[config.mk]
export PLATFORM = sky130hd
export DESIGN_NAME = contiguous_block_allocator
export DESIGN_NICKNAME = d
export VERILOG_FILES = /design/src/hw/rtl/cba_pkg.sv /design/src/hw/rtl/cba_slot_table.sv /design/src/hw/rtl/contiguous_block_allocator.sv
export SDC_FILE = /design/constraint.sdc
export NUM_CORES = 1
export LEC_CHECK = 0
export BUFFER_PORTS_ARGS = -buffer_cell sky130_fd_sc_hd__clkbuf_2
export CORE_MARGIN = 10
export CORE_UTILIZATION = 30
export CTS_CLUSTER_DIAMETER = 40
export DETAILED_ROUTE_END_ITERATION = 8
export HOLD_SLACK_MARGIN = 0.06
export SLEW_MARGIN = 10
export SYNTH_ARGS = -nofsm -noshare
export SYNTH_HDL_FRONTEND = slang
export SYNTH_SLANG_ARGS = --single-unit
[constraint.sdc]
create_clock -name clk_i -period 13.3 [get_ports clk_i]
set_input_delay 1.995 -clock clk_i [delete_from_list [all_inputs] [get_ports clk_i]]
set_output_delay 1.995 -clock clk_i [all_outputs]
set_load 0.05 [all_outputs]
[src/hw/rtl/cba_pkg.sv]
// Shared types and constants of the contiguous block allocator.
package cba_pkg;

  localparam int unsigned ModeW   = 2;
  localparam int unsigned SlotW   = 5;
  localparam int unsigned BlkW    = 8;
  localparam int unsigned StatusW = 3;
  localparam int unsigned InDataW  = 24;
  localparam int unsigned OutDataW = 32;

  typedef enum logic [ModeW-1:0] {
    MODE_ALLOC = 2'd0,
    MODE_FREE  = 2'd1,
    MODE_COUNT = 2'd2,
    MODE_QUERY = 2'd3
  } mode_e;

  typedef enum logic [StatusW-1:0] {
    STAT_PLACED = 3'd0,
    STAT_RETRY  = 3'd1,
    STAT_NOROOM = 3'd2,
    STAT_FREED  = 3'd3,
    STAT_EMPTY  = 3'd4,
    STAT_REPORT = 3'd5
  } status_e;

  typedef enum logic [2:0] {
    S_IDLE,
    S_READ,
    S_CHECK,
    S_SET,
    S_CLEAR,
    S_DONE,
    S_WIPE
  } state_e;

  typedef struct packed {
    logic            en;
    logic            used;
    logic [BlkW-1:0] start;
    logic [BlkW-1:0] len;
  } slot_wr_t;

  typedef struct packed {
    logic            used;
    logic [BlkW-1:0] start;
    logic [BlkW-1:0] len;
  } slot_rd_t;

endpackage

[src/hw/rtl/cba_slot_table.sv]
// Slot table: start and length memory with a per-slot occupied flag.
module cba_slot_table #(
  parameter int unsigned SLOTS = 32,
  parameter int unsigned SW    = 5
) (
  input  logic              clk_i,
  input  logic              rst_ni,
  input  logic [SW-1:0]     rd_idx_i,
  output cba_pkg::slot_rd_t rd_o,
  input  logic [SW-1:0]     wr_idx_i,
  input  cba_pkg::slot_wr_t wr_i
);
  import cba_pkg::*;

  logic [2*BlkW-1:0] mem_q [SLOTS];
  logic [SLOTS-1:0]  used_q;
  logic [2*BlkW-1:0] rd_data_q;
  logic              rd_used_q;

  always_ff @(posedge clk_i) begin
    if (wr_i.en && wr_i.used) begin
      mem_q[wr_idx_i] <= {wr_i.start, wr_i.len};
    end
    rd_data_q <= mem_q[rd_idx_i];
  end

  always_ff @(posedge clk_i or negedge rst_ni) begin
    if (!rst_ni) begin
      used_q    <= '0;
      rd_used_q <= 1'b0;
    end else begin
      if (wr_i.en) begin
        used_q[wr_idx_i] <= wr_i.used;
      end
      rd_used_q <= used_q[rd_idx_i];
    end
  end

  assign rd_o.used  = rd_used_q;
  assign rd_o.start = rd_data_q[2*BlkW-1:BlkW];
  assign rd_o.len   = rd_data_q[BlkW-1:0];

endmodule

[src/hw/rtl/contiguous_block_allocator.sv]
// Top level of the contiguous block allocator with its block walk sequencer.
//
// The block keeps a busy bitmap of BLOCKS blocks numbered 1 to BLOCKS and a
// table of SLOTS file slots. Requests arrive on the s_axis channel, one item
// per request, and every request produces exactly one item on m_axis.
// Mode 0 places a run of run_length blocks at try_start into a slot, mode 1
// frees a slot, mode 2 reports the free count and mode 3 reports a slot.
// Count, query, rejected and out of range requests pass from the read state
// straight to the done state. An allocate that passes the range checks
// walks the run once to test each block, stopping with a retry at the first
// busy one, and once more to mark it, one bitmap bit per cycle through the
// shared block pointer and counter. A free walks the run once. The block
// takes a new item only when idle. The result sits in an output register;
// a new item is accepted while it waits, and the sequencer holds its
// finished result until the register drains. Reset frees all slots and
// sets the free count to BLOCKS; a clearing pass then empties the bitmap,
// and s_axis_tready stays low until it ends.
module contiguous_block_allocator #(
  parameter int unsigned BLOCKS = 128,
  parameter int unsigned SLOTS  = 32
) (
  input  logic                             clk_i,
  input  logic                             rst_ni,
  input  logic                             s_axis_tvalid,
  output logic                             s_axis_tready,
  // mode[1:0], slot[6:2], run_length[14:7], try_start[22:15], zero pad[23]
  input  logic [cba_pkg::InDataW-1:0]      s_axis_tdata,
  output logic                             m_axis_tvalid,
  input  logic                             m_axis_tready,
  // status[2:0], first_block[10:3], block_count[18:11], free_blocks[26:19],
  // zero pad[31:27]
  output logic [cba_pkg::OutDataW-1:0]     m_axis_tdata
);
  import cba_pkg::*;

  localparam int unsigned BW = $clog2(BLOCKS);
  localparam int unsigned SW = $clog2(SLOTS);

  state_e          state_q, state_d;
  mode_e           mode_q;
  logic [SlotW-1:0] slot_q;
  logic [BlkW-1:0] len_q, start_q;
  logic [BlkW-1:0] cur_q, cur_d;
  logic [BlkW-1:0] rem_q, rem_d;
  logic [BlkW-1:0] free_q, free_d;
  status_e         res_status_q, res_status_d;
  logic [BlkW-1:0] res_first_q, res_first_d;
  logic [BlkW-1:0] res_count_q, res_count_d;
  logic            busy_mem [BLOCKS];
  logic            busy_rd_q;
  logic            busy_we, busy_val;
  logic [BlkW-1:0] blk_m1;
  logic [BW-1:0]   blk_idx;
  logic [BlkW-1:0] rd_blk_m1;
  logic [BW-1:0]   rd_blk_idx;

  logic            out_valid_q;
  status_e         out_status_q;
  logic [BlkW-1:0] out_first_q, out_count_q, out_free_q;

  logic            in_acc, out_load;
  logic [SlotW-1:0] in_slot;
  logic [SW+SlotW-1:0] in_slot_ext, slot_ext;
  logic [SW-1:0]   rd_idx, slot_idx;
  logic            slot_ok;
  logic [BlkW:0]   run_end;
  slot_rd_t        slot_rd;
  slot_wr_t        slot_wr;

  assign in_slot     = s_axis_tdata[6:2];
  assign in_slot_ext = {{SW{1'b0}}, in_slot};
  assign slot_ext    = {{SW{1'b0}}, slot_q};
  assign slot_idx    = slot_ext[SW-1:0];
  assign rd_idx      = (state_q == S_IDLE) ? in_slot_ext[SW-1:0] : slot_idx;
  assign slot_ok     = ({4'd0, slot_q} < 9'(SLOTS));
  assign run_end     = {1'b0, start_q} + {1'b0, len_q} - 9'd1;
  assign blk_m1      = cur_q - 8'd1;
  assign blk_idx     = blk_m1[BW-1:0];
  assign rd_blk_m1   = cur_d - 8'd1;
  assign rd_blk_idx  = rd_blk_m1[BW-1:0];

  assign s_axis_tready = (state_q == S_IDLE);
  assign in_acc        = s_axis_tvalid && s_axis_tready;
  assign out_load      = (state_q == S_DONE) && (!out_valid_q || m_axis_tready);

  cba_slot_table #(
    .SLOTS (SLOTS),
    .SW    (SW)
  ) u_slot_table (
    .clk_i    (clk_i),
    .rst_ni   (rst_ni),
    .rd_idx_i (rd_idx),
    .rd_o     (slot_rd),
    .wr_idx_i (slot_idx),
    .wr_i     (slot_wr)
  );

  always_comb begin
    state_d      = state_q;
    cur_d        = cur_q;
    rem_d        = rem_q;
    free_d       = free_q;
    res_status_d = res_status_q;
    res_first_d  = res_first_q;
    res_count_d  = res_count_q;
    busy_we      = 1'b0;
    busy_val     = 1'b0;
    slot_wr      = '0;
    case (state_q)
      S_WIPE: begin
        busy_we  = 1'b1;
        busy_val = 1'b0;
        cur_d    = cur_q - 8'd1;
        if (cur_q == 8'd1) begin
          state_d = S_IDLE;
        end
      end
      S_IDLE: begin
        if (in_acc) begin
          state_d = S_READ;
        end
      end
      S_READ: begin
        res_status_d = STAT_NOROOM;
        res_first_d  = '0;
        res_count_d  = '0;
        state_d      = S_DONE;
        case (mode_q)
          MODE_ALLOC: begin
            if (!slot_ok || slot_rd.used || len_q == '0 || len_q > free_q) begin
              res_status_d = STAT_NOROOM;
            end else if (start_q == '0 || run_end > 9'(BLOCKS)) begin
              res_status_d = STAT_RETRY;
            end else begin
              cur_d   = start_q;
              rem_d   = len_q;
              state_d = S_CHECK;
            end
          end
          MODE_FREE: begin
            if (!slot_ok || !slot_rd.used) begin
              res_status_d = STAT_EMPTY;
            end else begin
              cur_d   = slot_rd.start;
              rem_d   = slot_rd.len;
              state_d = S_CLEAR;
            end
          end
          MODE_COUNT: begin
            res_status_d = STAT_REPORT;
          end
          MODE_QUERY: begin
            if (!slot_ok || !slot_rd.used) begin
              res_status_d = STAT_EMPTY;
            end else begin
              res_status_d = STAT_REPORT;
              res_first_d  = slot_rd.start;
              res_count_d  = slot_rd.len;
            end
          end
          default: begin
            res_status_d = STAT_NOROOM;
          end
        endcase
      end
      S_CHECK: begin
        if (busy_rd_q) begin
          res_status_d = STAT_RETRY;
          state_d      = S_DONE;
        end else if (rem_q == 8'd1) begin
          cur_d   = start_q;
          rem_d   = len_q;
          state_d = S_SET;
        end else begin
          cur_d = cur_q + 8'd1;
          rem_d = rem_q - 8'd1;
        end
      end
      S_SET: begin
        busy_we  = 1'b1;
        busy_val = 1'b1;
        cur_d    = cur_q + 8'd1;
        rem_d    = rem_q - 8'd1;
        if (rem_q == 8'd1) begin
          slot_wr.en    = 1'b1;
          slot_wr.used  = 1'b1;
          slot_wr.start = start_q;
          slot_wr.len   = len_q;
          free_d        = free_q - len_q;
          res_status_d  = STAT_PLACED;
          res_first_d   = start_q;
          res_count_d   = len_q;
          state_d       = S_DONE;
        end
      end
      S_CLEAR: begin
        busy_we  = 1'b1;
        busy_val = 1'b0;
        cur_d    = cur_q + 8'd1;
        rem_d    = rem_q - 8'd1;
        if (rem_q == 8'd1) begin
          slot_wr.en   = 1'b1;
          slot_wr.used = 1'b0;
          free_d       = free_q + slot_rd.len;
          res_status_d = STAT_FREED;
          state_d      = S_DONE;
        end
      end
      S_DONE: begin
        if (out_load) begin
          state_d = S_IDLE;
        end
      end
      default: begin
        state_d = S_IDLE;
      end
    endcase
  end

  always_ff @(posedge clk_i or negedge rst_ni) begin
    if (!rst_ni) begin
      state_q     <= S_WIPE;
      cur_q       <= 8'(BLOCKS);
      free_q      <= 8'(BLOCKS);
      out_valid_q <= 1'b0;
    end else begin
      state_q <= state_d;
      cur_q   <= cur_d;
      free_q  <= free_d;
      if (out_load) begin
        out_valid_q <= 1'b1;
      end else if (m_axis_tready) begin
        out_valid_q <= 1'b0;
      end
    end
  end

  always_ff @(posedge clk_i) begin
    if (busy_we) begin
      busy_mem[blk_idx] <= busy_val;
    end
    busy_rd_q <= busy_mem[rd_blk_idx];
  end

  always_ff @(posedge clk_i) begin
    if (in_acc) begin
      mode_q  <= mode_e'(s_axis_tdata[1:0]);
      slot_q  <= in_slot;
      len_q   <= s_axis_tdata[14:7];
      start_q <= s_axis_tdata[22:15];
    end
    rem_q        <= rem_d;
    res_status_q <= res_status_d;
    res_first_q  <= res_first_d;
    res_count_q  <= res_count_d;
    if (out_load) begin
      out_status_q <= res_status_q;
      out_first_q  <= res_first_q;
      out_count_q  <= res_count_q;
      out_free_q   <= free_q;
    end
  end

  assign m_axis_tvalid = out_valid_q;
  assign m_axis_tdata  = {5'd0, out_free_q, out_count_q, out_first_q, out_status_q};

endmodule
==> results.md, run 1 <==
- Outcome: completed
- RSZ-0062 raised after global routing: false
- Clock Sinks: 787
- GRT Util Overall: 0.132
- Final slew viol count: 0
- Initial detailed-routing violation count: 2098
- Post-Synthesis Cell Area: approximately 0.034 sq mm
- Max FO, Critical Path: 18
- EDFF count, synth: between 700 and 800
- CP max stage delay: around 0.61 ns
- Commonest register cell after synthesis: edfxtp_1
- Hold Vio Cnt, Final: 0
- Crit Path Class: reg2reg
- Simple-Gate Fraction of Synth Area: 0.113
- Crit end category: flip-flop
- Site row count: ~120
- Fraction of registers with async set/reset: 0.0673
- TNS Setup: 0 ns
- Vias: 22046
- Placed cell count: 4144
- Worst VDD drop: about 0.22 mV
- Post-Layout Cell Count: 4316
- Horiz. Die Dim: 358 microns
- Num CTS Buffers: 91
- CTS max path bufs: 3
- Worst slew pin tran: 1.12 ns
- Starting Density: 0.301
- Layout cells sized above 1: 0.131
- Max Clock Freq: 157 MHz
- Vias in the first global route: 21189
- Post-CTS Setup Bufs: 0
- Clk_skew: 0.0299 ns
- H-tree depth: 3
- Arrival @ worst endpoint: 6.91 ns
- # DRC: 0
- Rel. slew slack: 0.255
- Portion of netlist area occupied by mux cells: 0.0276
- First-pass GRT wire length: approximately 130 mm
- Post-Synth XOR/XNOR Area: 0.00917
- TritonCTS clock tree: done
- Fill count: approximately 11000
- DPL Wire Length: 50.8 mm
- Post-synthesis adder-cell area fraction: 0.0149
- Main combinational cell family by area after synthesis: compound AO/OA/AOI/OAI gates
- Final WL: 86.7 mm
- Min cycle time layout: approximately 6.4 ns
- CTS Hold Bufs: 0
- Pin count of the biggest net entering global routing: 163
- Period utilization: 0.478
- Final Wtd Congestion: 0.891
- Syn avg cell area: 12.8 sq um
- #FFs+latches synth: roughly 790
- Compound-Gate Fraction of Synth Area: 0.131
- Leakage Power: 14.3 nW
- Root Buffer: clkbuf_16
- Critical path's top delay family: compound AO/OA/AOI/OAI gates
- Setup violations, final: 0
- Netlist cell types: 86
- Worst skew pair latency: 0.66 ns
- DR vias/cell: around 5
- Die H: 358 microns
- I/O pins: 62
- Startpoint class of the critical path: flip-flop
- Antenna violations before repair: 1
- Critical path, cell by cell: inv_1 > ha_1 > inv_1 > ha_1 > inv_1 > fa_1 > nand2b_1 > a21oi_1 > xor2_1 > nor4_1 > o21ai_1 > nor3_1 > a311o_2 > inv_2 > ha_1 > buf_4 > mux4_4 > mux4_2 > o2111ai_2 > o41ai_1 > a221o_1
- DRT antenna net count: 0
- Max_cap viols: 0
- Critical Path RT: between 10 and 15 ns
- Clock transition at the registers of the reported paths: 0.06 ns
- WL per Instance: 20.1 microns
- PwrDens: 201 mW/mm^2
- DR pass1 iterations: 5
- # resized after CTS: 0
- Seq/Total Area, Yosys: 0.675
- CP max-delay cell: ha_1
- Nets: 2792
- Post-Syn Instances: 2685
- Ys Warns: 0
- Gr ovfl total: 0
- Worst Hold Class: reg2reg
- Core Area: 0.114 sq mm
- Buf/Inv on CP: 5
- Port Buffers: 55
- Die area: 0.128 sq mm
- P&R area growth vs syn: 15.2%
==> area by class of cell <==
cell class,instances,area (sq um),area share
Timing Repair Buffer,130,851,0.0215
Inverter,60,228,0.00575
Tap cell,1512,1890,0.0478
Clock buffer,106,2390,0.0605
Sequential cell,787,23200,0.586
Multi-Input combinational cell,1655,10300,0.260
Antenna cell,1,2.50,0.0000632
Clock inverter,65,738,0.0186
==> worst register-to-register path: stages, from the launching register on <==
cell and delay (ns):
edfxtp_1 0.50, inv_1 0.26, ha_1 0.28, inv_1 0.06, ha_1 0.16, inv_1 0.07
fa_1 0.47, nand2b_1 0.19, a21oi_1 0.16, xor2_1 0.17, nor4_1 0.09, o21ai_1 0.56
nor3_1 0.11, a311o_2 0.44, inv_2 0.08, ha_1 0.61, buf_4 0.43, mux4_4 0.48
mux4_2 0.52, o2111ai_2 0.19, o41ai_1 0.10, a221o_1 0.35
==> cells in the final DEF, fill, tap and decap left out, drive strengths merged, types with 11 or more instances in the layout <==
master and count:
a211oi 199, a21o 22, a21oi 93, a22oi 12, a311oi 69, a31oi 76, and2 145, buf 75
clkbuf 161, clkinv 30, dfrtp 49, dfxtp 17, edfxtp 717, ha 36, inv 76, mux2i 12
mux4 34, nand2 376, nand3 19, nor2 231, nor2b 11, o21ai 135, xnor2 21, xor2 15
==> synth_stat cells (all sizes together) (6+ instances only) <==
| cell type | instances | area, sq um |
|---|---|---|
| and2 | 145 | 910 |
| nand2b | 10 | 62.6 |
| nand3b | 6 | 45.0 |
| a31oi | 76 | 475 |
| mux4 | 34 | 772 |
| nand2 | 376 | 1410 |
| a21o | 22 | 165 |
| o22ai | 8 | 50.1 |
| or3 | 9 | 56.3 |
| nor4 | 10 | 62.6 |
| nor2b | 11 | 68.8 |
| dfrtp | 49 | 1230 |
| nand3 | 19 | 95.1 |
| inv | 59 | 224 |
| nor2 | 231 | 883 |
| ha | 36 | 450 |
| o31ai | 6 | 45.0 |
| edfxtp | 717 | 21500 |
| a211oi | 199 | 1500 |
| xor2 | 15 | 131 |
| dfxtp | 17 | 340 |
| a311oi | 69 | 604 |
| a21oi | 93 | 465 |
| nor3b | 8 | 60.1 |
| buf | 25 | 155 |
| clkbuf | 161 | 604 |
| mux2i | 12 | 120 |
| xnor2 | 21 | 184 |
| o21ai | 135 | 687 |
| nor3 | 10 | 50.1 |
| a22oi | 12 | 90.1 |
==> worst paths after layout <==
path / slack [ns] / depth (start not counted) / to / from
worst max-delay path: 6.95 / 21 / busy_rd_q / len_q[1]
worst min-delay path: 0.42 / 0 / out_count_q[7] / res_count_q[7]
worst max register to register: 6.95 / 21 / busy_rd_q / len_q[1]
worst min register to register: 0.42 / 0 / out_count_q[7] / res_count_q[7]
max in group asynchronous: 11.27 / 2 / cur_q[4] / rst_ni
min in group asynchronous: 1.50 / 2 / free_q[1] / rst_ni
==> cells by family (layout without fill, tap and decap cells) <==
family / count (synthesis) / count (layout)
mux: 51 / 51
buf+inv: 247 / 361
other cells: 1 / 6
xor+xnor: 36 / 36
simple gates: 857 / 857
compound gates: 667 / 667
fa+ha+maj: 39 / 39
flops: 787 / 787
==> registers in the layout (all words and copies together) (netlist names), 5 cells and up <==
signal	count
res_first_q	8
rem_q	8
u_slot_table.rd_data_q	16
res_count_q	8
free_q	8
out_first_q	8
start_q	8
cur_q	8
u_slot_table.used_q	32
busy_mem	128
u_slot_table.mem_q	512
out_free_q	8
out_count_q	8
slot_idx	5
len_q	8
==> per-stage QoR <==
stage | total power [mW] | hold slack (ns) | setup WS (ns) | instance area [sq um] | utilization
after floorplan | 4.76 | 0.400 | 7.53 | 34400 | -
after global placement | 5.44 | 0.403 | 7.06 | 36500 | 0.320
after detailed placement | 5.47 | 0.405 | 7.00 | 36500 | 0.320
after CTS | 8.01 | 0.419 | 6.98 | 39600 | 0.347
after global routing | 8.35 | 0.418 | 6.60 | 39600 | 0.347
final | 7.97 | 0.418 | 6.95 | 39600 | 0.347
==> routing by layer <==
metal,part of all wire,GRT usage
met1,0.44,0.182
met4,0.026,0.0426
met3,0.066,0.0187
met2,0.47,0.212
met5,0,0
==> power by group <==
| group | switching [mW] | internal (mW) |
|---|---|---|
| Sequential | 0.166 | 2.83 |
| Combinational | 1.67 | 0.759 |
| Clock | 1.05 | 1.50 |
| Total | 2.89 | 5.09 |
Power figures use the tool's default switching activity.
==> run 2: changes to the inputs <==
==> constraint.sdc (replaced) <==
create_clock -name clk_i -period 5.7 [get_ports clk_i]
set_input_delay 0.855 -clock clk_i [delete_from_list [all_inputs] [get_ports clk_i]]
set_output_delay 0.855 -clock clk_i [all_outputs]
set_load 0.05 [all_outputs]
==> run 2 against run 1 <==
  * Total power is 140% higher
  * Flip-flop and latch count unchanged
  * Clock skew is 0.0012 ns higher
  * Critical path depth decreased by 1
  * First-iteration DRC count shrank 2.4%
  * Critical path type unchanged
  * Critical endpoint unchanged
  * Largest cell class unchanged
==> results.md, run 2 (synthesis gave the netlist of run 1 again) <==
- Site row count: 124 (unchanged)
- Port Buffers: 55 (unchanged)
- DR pass1 iterations: 6 (+1)
- Layout cells sized above 1: 0.145 (+0.0136)
- PwrDens: 478 mW/mm^2 (+140%)
- Setup violations, final: 0 (unchanged)
- First-pass GRT wire length: 132 mm (+0.63%)
- DR vias/cell: 5.08 (-0.63%)
- Arrival @ worst endpoint: 5.90 ns (-1.01 ns)
- Leakage Power: 14.7 nW (+2.4%)
- TritonCTS clock tree: done
- N_diodes: 0 (-1)
- Max FO, Critical Path: 33 (+15)
- Max_cap viols: 0 (unchanged)
- Nets: 2834 (+1.5%)
- Post-route design area: 0.0403 sq mm (+1.6%)
- Crit end category: flip-flop
- Fin util: 0.353 (+0.00569)
- Clock Sinks: 787 (unchanged)
- Worst skew pair latency: 0.66 ns (about the same)
- Num CTS Buffers: 98 (+7.7%)
- Worst slew pin tran: 1.18 ns (+0.0592 ns)
- Placed cell count: 4179 (+0.84%)
- Starting Density: 0.301 (unchanged)
- Initial detailed-routing violation count: 2048 (-2.4%)
- Post-Layout Cell Count: 4362 (+1.1%)
- Max Clock Freq: 187 MHz (+19%)
- P&R area growth vs syn: 17.1%
- Core Area: 0.114 sq mm (unchanged)
- I/O pins: 62 (unchanged)
- Outcome: completed
- CTS max path bufs: 3 (unchanged)
- Crit Path Class: reg2reg
- Root Buffer: clkbuf_16
- Worst VDD drop: 0.366 mV (+68%)
- Gr ovfl total: 0 (unchanged)
- Register with the most flip-flops: u_slot_table.mem_q
- Rel. slew slack: 0.215 (-0.0403)
- DRT antenna net count: 0 (unchanged)
- DPL Wire Length: 52.2 mm (+2.7%)
- Die H: 358 microns (unchanged)
- Final WL: 87.5 mm (+0.86%)
- Placed Area: 0.0368 sq mm (+1.0%)
- Vias in the first global route: 21240 (+0.24%)
- Worst Hold Class: in2async
- CTS Hold Bufs: 0 (unchanged)
- WL per Instance: 20.1 microns (-0.20%)
- Clk_skew: 0.0311 ns (+0.00121 ns)
- Final slew viol count: 0 (unchanged)
- Horiz. Die Dim: 358 microns (unchanged)
- Largest regs: u_slot_table.mem_q (512), busy_mem (128), u_slot_table.used_q (32)
- H-tree depth: 3 (unchanged)
- Vias: 22140 (+0.43%)
- Largest register FFs: 512 (unchanged)
- Pin count of the biggest net entering global routing: 134 (-18%)
- # DRC: 0 (unchanged)
- Final Wtd Congestion: 0.877 (-1.6%)
- GRT Util Overall: 0.133 (+0.00118)
- Hold Vio Cnt, Final: 0 (unchanged)
- Clock transition at the registers of the reported paths: 0.06 ns (about the same)
- Antenna violations before repair: 2 (+1)
- Die area: 0.128 sq mm (unchanged)
- Startpoint class of the critical path: flip-flop
- Commonest non-fill, non-tap cell in the layout: edfxtp_1
- Critical Path RT: 6.24 ns (-7.61 ns)
- Final Power: 19.2 mW (+140%)
- Period utilization: 0.940 (+0.462)
- Most frequent cells in the layout: edfxtp_1, nand2_1, nor2_1, a211oi_1, and2_1
- TNS Setup: 0 ns (unchanged)
- Min cycle time layout: 5.36 ns (-0.997 ns)
## run 2: per-stage QoR
| stage | hold WS [ns] | setup slack [ns] |
|---|---|---|
| after floorplan | 0.400 | 0.0549 |
| after global placement | 0.403 | 0.187 |
| after detailed placement | 0.405 | 0.115 |
| after CTS | 0.341 | 0.0909 |
| after global routing | 0.351 | -0.0167 |
| final | 0.366 | 0.342 |
## run 2: power by group
part	switching, mW	total [mW]	internal (mW)
clock	2.49	6.33	3.84
combinational	3.96	5.95	1.99
sequential	0.340	6.95	6.61
## run 2: area by class of cell
cell class              instances  area, sq um
repair buffers                165         1230
clock buffers                 112         2530
multi-input cells            1655        10300
inverters                      60          228
clock inverters                71          856
flip-flops and latches        787        23200
well taps                    1512         1890
fillers                     11018        73800
## run 2: worst paths after layout
kind                       slack, ns              from                endpoint  cells after the start
min reg2reg                     0.42    res_first_q[3]          out_first_q[3]                      0
min in group clk_i              0.38  s_axis_tdata[15]              start_q[0]                      1
min                             0.37            rst_ni               free_q[5]                      2
max in group asynchronous       4.79            rst_ni  u_slot_table.rd_used_q                      2
max                             0.34        start_q[1]               busy_rd_q                     20
max reg2reg                     0.34        start_q[1]               busy_rd_q                     20
## run 2: repair_timing
item | in CTS | in global routing
endpoints found under the setup margin | 0 | 1
setup buffers | 0 | 0
resized for setup | 0 | 5
## run 2: metal layers
metal / wire length [microns] / vias up / global-route usage
met2: 40400 / 709 / 0.209
li1: - / 10273 / -
met1: 38400 / 11014 / 0.183
met5: 0 / - / 0
met4: 2840 / 0 / 0.0497
met3: 5820 / 144 / 0.0224
## run 2: worst max-delay path, stage by stage (launching register included)
cell and delay, ns:
edfxtp_1 0.38, inv_1 0.15, ha_1 0.25, inv_1 0.06, ha_1 0.16, inv_1 0.07
fa_1 0.54, nand3b_1 0.09, a21oi_1 0.12, nand3_1 0.13, nor4_4 0.27, o21a_2 0.21
nand2_1 0.12, a311o_2 0.46, inv_2 0.10, buf_12 0.26, mux4_4 0.68, mux4_2 0.53
o2111ai_2 0.18, o41ai_1 0.10, a221o_1 0.37
